<file path="config.mk">
export PLATFORM = sky130hd
export DESIGN_NAME = lsc_clip_cell
export DESIGN_NICKNAME = d
export VERILOG_FILES = /design/src/sv/lsc_pkg.sv /design/src/sv/lsc_div_cell.sv /design/src/sv/lsc_clip_cell.sv
export SDC_FILE = /design/constraint.sdc
export NUM_CORES = 2
export LEC_CHECK = 0
export BUFFER_PORTS_ARGS = -buffer_cell sky130_fd_sc_hd__clkbuf_2
export CORE_MARGIN = 2
export CORE_UTILIZATION = 65
export CTS_BUF_LIST = sky130_fd_sc_hd__clkbuf_16
export CTS_CLUSTER_SIZE = 8
export DETAILED_ROUTE_END_ITERATION = 10
export HOLD_SLACK_MARGIN = 0.12
export PLACE_DENSITY = 0.91
export SYNTH_ARGS = -nofsm -noshare
export SYNTH_HDL_FRONTEND = slang
export SYNTH_SLANG_ARGS = --single-unit
</file>
<file path="constraint.sdc">
create_clock -name clk -period 14.2 [get_ports clk]
set_clock_uncertainty 0.05 [all_clocks]
set_input_delay 0.71 -clock clk [delete_from_list [all_inputs] [get_ports clk]]
set_output_delay 0.71 -clock clk [all_outputs]
set_load 0.1 [all_outputs]
</file>
<file path="src/sv/lsc_pkg.sv">
`default_nettype none
package lsc_pkg;
	localparam int CW = 16;
	localparam int PW = 2 * CW + 2;
	localparam int QW = PW;
	localparam int MAX_MOVES = 4;
	localparam logic [3:0] CODE_TOP = 4'd8;
	localparam logic [3:0] CODE_BOTTOM = 4'd4;
	localparam logic [3:0] CODE_RIGHT = 4'd2;
	localparam logic [3:0] CODE_LEFT = 4'd1;
	localparam logic [1:0] REG_LEFT = 2'd0;
	localparam logic [1:0] REG_RIGHT = 2'd1;
	localparam logic [1:0] REG_BOTTOM = 2'd2;
	localparam logic [1:0] REG_TOP = 2'd3;

	typedef logic signed [CW-1:0] coord_t;

	typedef struct packed {
		coord_t l;
		coord_t r;
		coord_t b;
		coord_t t;
	} win_t;

	function automatic logic [3:0] outcode(coord_t x, coord_t y, win_t w);
		logic [3:0] c;
		c = '0;
		if (y > w.t) c = c | CODE_TOP;
		if (y < w.b) c = c | CODE_BOTTOM;
		if (x > w.r) c = c | CODE_RIGHT;
		if (x < w.l) c = c | CODE_LEFT;
		return c;
	endfunction
endpackage
`default_nettype wire

</file>
<file path="src/sv/lsc_div_cell.sv">
`default_nettype none
module lsc_div_cell import lsc_pkg::*; (
	input  wire logic          clk,
	input  wire logic          arst_n,
	input  wire logic          start,
	input  wire logic [PW-1:0] num,
	input  wire logic [CW:0]   den,
	output logic               done,
	output logic [QW-1:0]      quo
);
	logic [CW:0]   den_q;
	logic [$clog2(PW+1)-1:0] cnt_q;
	logic          busy_q;
	logic [PW+CW:0] acc_q;
	logic [CW+1:0] sub;

	assign sub = {1'b0, acc_q[PW+CW-1:PW-1]} - {1'b0, den_q};

	always_ff @(posedge clk or negedge arst_n) begin
		if (!arst_n) begin
			busy_q <= 1'b0;
			done <= 1'b0;
			cnt_q <= '0;
		end else begin
			done <= 1'b0;
			if (start) begin
				busy_q <= 1'b1;
				cnt_q <= ($clog2(PW+1))'(PW);
			end else if (busy_q) begin
				cnt_q <= cnt_q - 1'b1;
				if (cnt_q == ($clog2(PW+1))'(1)) begin
					busy_q <= 1'b0;
					done <= 1'b1;
				end
			end
		end
	end

	always_ff @(posedge clk) begin
		if (start) begin
			acc_q <= {{(CW+1){1'b0}}, num};
			den_q <= den;
		end else if (busy_q) begin
			if (!sub[CW+1])
				acc_q <= {sub[CW:0], acc_q[PW-2:0], 1'b1};
			else
				acc_q <= {acc_q[PW+CW-1:0], 1'b0};
		end
	end

	assign quo = acc_q[QW-1:0];
endmodule
`default_nettype wire

</file>
<file path="src/sv/lsc_clip_cell.sv">
`default_nettype none
module lsc_clip_cell import lsc_pkg::*; (
	input  wire logic clk,
	input  wire logic arst_n,
	input  wire logic start,
	input  wire win_t win,
	input  wire coord_t x1_in,
	input  wire coord_t y1_in,
	input  wire coord_t x2_in,
	input  wire coord_t y2_in,
	output logic done,
	output coord_t x1_out,
	output coord_t y1_out,
	output coord_t x2_out,
	output coord_t y2_out
);
	typedef enum logic [1:0] {IDLE, MUL, DIV, FIN} st_t;
	st_t st_q;
	coord_t x1_q, y1_q, x2_q, y2_q;
	logic [3:0] c1, c2, o;
	logic signed [CW:0] d_s, n_s, den_s;
	logic signed [CW:0] den_q;
	logic [PW-1:0] prod_q;
	logic neg_q, side_q, vert_q;
	coord_t edge_q, base_q;
	logic div_done;
	logic [QW-1:0] quo;
	logic signed [QW:0] res;

	assign c1 = outcode(x1_q, y1_q, win);
	assign c2 = outcode(x2_q, y2_q, win);
	assign o = (c1 != 4'd0) ? c1 : c2;

	always_comb begin
		if ((o & (CODE_TOP | CODE_BOTTOM)) != 4'd0) begin
			d_s = (CW+1)'(x2_q) - (CW+1)'(x1_q);
			n_s = ((o & CODE_TOP) != 4'd0 ? (CW+1)'(win.t) : (CW+1)'(win.b))
				- (CW+1)'(y1_q);
			den_s = (CW+1)'(y2_q) - (CW+1)'(y1_q);
		end else begin
			d_s = (CW+1)'(y2_q) - (CW+1)'(y1_q);
			n_s = ((o & CODE_RIGHT) != 4'd0 ? (CW+1)'(win.r) : (CW+1)'(win.l))
				- (CW+1)'(x1_q);
			den_s = (CW+1)'(x2_q) - (CW+1)'(x1_q);
		end
	end

	lsc_div_cell u_div (
		.clk(clk), .arst_n(arst_n), .start(st_q == MUL),
		.num(prod_q), .den(den_q[CW] ? -den_q : den_q),
		.done(div_done), .quo(quo)
	);

	assign res = neg_q ? (QW+1)'(base_q) - (QW+1)'(quo) : (QW+1)'(base_q) + (QW+1)'(quo);

	always_ff @(posedge clk or negedge arst_n) begin
		if (!arst_n) begin
			st_q <= IDLE;
			done <= 1'b0;
		end else begin
			done <= 1'b0;
			unique case (st_q)
				IDLE: if (start) st_q <= FIN;
				FIN: begin
					if ((c1 | c2) == 4'd0 || (c1 & c2) != 4'd0) begin
						done <= 1'b1;
						st_q <= IDLE;
					end else st_q <= MUL;
				end
				MUL: st_q <= DIV;
				DIV: if (div_done) st_q <= IDLE;
				default: st_q <= IDLE;
			endcase
			if (st_q == DIV && div_done) done <= 1'b1;
		end
	end

	always_ff @(posedge clk) begin
		if (st_q == IDLE && start) begin
			x1_q <= x1_in; y1_q <= y1_in; x2_q <= x2_in; y2_q <= y2_in;
		end
		if (st_q == FIN) begin
			prod_q <= PW'((d_s[CW] ? -d_s : d_s)) * PW'((n_s[CW] ? -n_s : n_s));
			den_q <= den_s;
			neg_q <= (d_s != 0 && n_s != 0) && ((d_s[CW] ^ n_s[CW]) ^ den_s[CW]);
			side_q <= (c1 != 4'd0);
			vert_q <= (o & (CODE_TOP | CODE_BOTTOM)) != 4'd0;
			if ((o & CODE_TOP) != 4'd0) edge_q <= win.t;
			else if ((o & CODE_BOTTOM) != 4'd0) edge_q <= win.b;
			else if ((o & CODE_RIGHT) != 4'd0) edge_q <= win.r;
			else edge_q <= win.l;
			base_q <= ((o & (CODE_TOP | CODE_BOTTOM)) != 4'd0) ? x1_q : y1_q;
		end
		if (st_q == DIV && div_done) begin
			if (side_q) begin
				if (vert_q) begin x1_q <= CW'(res); y1_q <= edge_q; end
				else begin x1_q <= edge_q; y1_q <= CW'(res); end
			end else begin
				if (vert_q) begin x2_q <= CW'(res); y2_q <= edge_q; end
				else begin x2_q <= edge_q; y2_q <= CW'(res); end
			end
		end
	end

	assign x1_out = x1_q;
	assign y1_out = y1_q;
	assign x2_out = x2_q;
	assign y2_out = y2_q;
endmodule
`default_nettype wire

</file>
==> run_results.csv <==
group,metric,value,unit
outcome,status,"completed",
logic_synthesis,synthArstFlopShare,4.82,%
placed_design,place.gp.congestion,1.04,
logic_synthesis,synth_edf_count,137,
timing,tightest_slew,1260,ps
timing,fin_crit,13650,ps
clock_network,clk_latency,550,ps
timing,rsz0062_at_grt,"no",
layout,mostFrequentLayoutCell,"inv_1",
detailed_routing,routed-via-count,30578,
detailed_routing,drc_errors,0,
layout,drive_above_1_share,10.4,%
logic_synthesis,synth-seq-cells,228,
global_routing,grt-ovfl-total,0,
setup_path,crit_path_max_incr_delay,580,ps
logic_synthesis,yosysSeqAreaShare,16.6,%
floorplan,initial_core_util,65.6,%
detailed_routing,routed_wl,109,mm
clock_network,cts_buffer_depth,3,
setup_path,worstSetupPathType,"reg2reg",
placed_design,port_buffers,195,
floorplan,num_rows,86,
logic_synthesis,ys_types,100,
global_routing,antenna_found_initial,5,
floorplan,core,54900,µm²
floorplan,dieWidth,239,µm
clock_network,cts_buffers,35,
timing,holdWs,395,ps
setup_path,cp_common_cell,"fa_1",
setup_path,r2r_slack,550,ps
global_routing,grtUsageTotal,39.1,%
timing,timing.final.crit_share,96.1,%
setup_path,crit_path_start_kind,"register",
setup_path,cp.required,14420,ps
timing,fmax,73.3,MHz
timing,report.final.setup_viol,0,
floorplan,die_y,239,µm
detailed_routing,drt_iter0_drc,3244,
detailed_routing,detail-route-antenna-nets,0,
timing,finalHoldViolCount,0,
detailed_routing,vias_per_cell,5.99,
layout,synthToLayoutAreaGrowth,11.2,%
logic_synthesis,syn_area,36000,µm²
clock_network,cts.sinks,228,
global_routing,grt_max_degree,96,
setup_path,critPathMaxFanout,15,
clock_network,post_cts_buffers,0,
setup_path,cpMaxStageDelayCell,"fa_1",
placed_design,dp_hpwl,88.9,mm
logic_synthesis,syn_area_per_cell,9.21,µm²
global_routing,grt_pass1_vias,31465,
setup_path,cp_data_arrival_time,13870,ps
global_routing,grt_pass1_wl,170,mm
logic_synthesis,yosys_warnings,0,
logic_synthesis,synth-main-ff-cell,"edfxtp_1",
layout,fill_cells,3878,
detailed_routing,firstDrtPassIters,8,
timing,slew-limit-headroom,15.5,%
logic_synthesis,synth_cells,3907,
setup_path,end_kind,"register",
detailed_routing,post_drt_wl_per_cell,21.4,µm
clock_network,cts_tree,"yes",
clock_network,clk_root_buffer_cell,"clkbuf_16",
placed_design,pre_cts_slack,18.4,ps
timing,tns,0,ps
timing,slew_viol_final,0,
floorplan,io_pins,196,
layout,layout_common_cells,"inv_1 (741), fa_1 (475), ha_1 (394)",
min_path,hold_path.class,"in2reg",
timing,setup_slack,551,ps
layout,nets,5378,
clock_network,clk_pin_slew,50,ps
floorplan,die-area,57300,µm²
job,drv_cap,0,
clock_network,htreeDepth,2,
[Yosys cell counts (43+ instances only)]
cell type / instances / area (µm²)
xnor2_1: 126 / 1100
and3_1: 55 / 344
nand2_1: 256 / 961
ha_1: 396 / 4950
inv_1: 727 / 2730
edfxtp_1: 137 / 4110
nor3_1: 56 / 280
clkbuf_1: 74 / 278
nand3_1: 43 / 215
fa_1: 475 / 9510
a211oi_1: 70 / 526
dfxtp_1: 80 / 1600
o21ai_0: 182 / 911
mux2_2: 49 / 552
mux2i_1: 99 / 991
nor2_1: 302 / 1130
nand2b_1: 65 / 407
xor2_1: 51 / 447
a21oi_1: 147 / 736
a21o_1: 47 / 353
[metal layers]
layer | GRT usage [%] | vias to the layer above | share of wire [%]
met1 | 47.7 | 14773 | 36
met5 | 0 | - | 0.034
met3 | 11.7 | 499 | 12
met2 | 62.6 | 1720 | 46
li1 | - | 13580 | -
met4 | 20.6 | 6 | 6.1
[what timing repair did]
action                                  4_1_cts  5_1_grt
endpoints found under the hold margin        11        0
endpoints found under the setup margin        0        3
hold buffers                                  1        0
resized for setup                             0        8
[final cells by class]
cell class | instances | area (µm²) | share of cell area (%)
Clock buffer | 35 | 876 | 2.19
Antenna cell | 4 | 10.0 | 0.0250
Sequential cell | 228 | 5990 | 15.0
Inverter | 729 | 2740 | 6.84
Multi-Input combinational cell | 3109 | 27800 | 69.5
Clock inverter | 21 | 120 | 0.300
Timing Repair Buffer | 273 | 1580 | 3.94
Tap cell | 704 | 881 | 2.20
[final timing paths]
kind,startpoint,to,depth (start not counted)
min,x1_in[9],x1_out[9],3
min in group asynchronous,arst_n,done,2
max reg2reg,y1_out[13],prod_q[33],48
max,y1_out[13],prod_q[33],48
max in group asynchronous,arst_n,u_div.cnt_q[0],2
min reg2reg,u_div.acc_q[45],u_div.acc_q[45],2
[kinds of logic (layout without fill, tap and decap cells)]
family	count (synthesis)	after routing	share of synthesized area, %
compound gates	654	654	11.8
xor+xnor	188	188	4.81
fa+ha+maj	871	871	40.2
buf+inv	840	1058	9.06
flops	228	228	16.6
mux	151	151	4.43
other cells	2	276	0.0209
simple gates	973	973	13.0
[metrics by stage]
step,utilization (%),area [µm²],std cells
2_1_floorplan,-,37000,4177
3_3_place_gp,71.0,39000,5042
3_5_place_dp,71.0,39000,5042
4_1_cts,72.8,40000,5099
5_1_grt,72.9,40000,5099
6_report,72.9,40000,5103
[worst max-delay path, delay by kind of cell (launching register included)]
kind,cells,cell delay [ps]
flops,1,390
mux,2,700
buf+inv,8,1020
fa+ha+maj,11,4950
simple gates,9,2220
compound gates,15,3590
xor+xnor,3,430
[state kept, by name (all words and copies together) (netlist names)]
register / cells
edge_q: 16
neg_q: 1
u_div.den_q: 17
vert_q: 1
base_q: 16
done: 1
side_q: 1
u_div.acc_q: 50
y1_out: 16
u_div.done: 1
x1_out: 16
y2_out: 16
u_div.cnt_q: 6
u_div.busy_q: 1
prod_q: 34
st_q: 2
x2_out: 16
den_q: 17
Power is not shown: default switching activity piles up to over one toggle a cycle in this logic, so the estimate is an artifact.
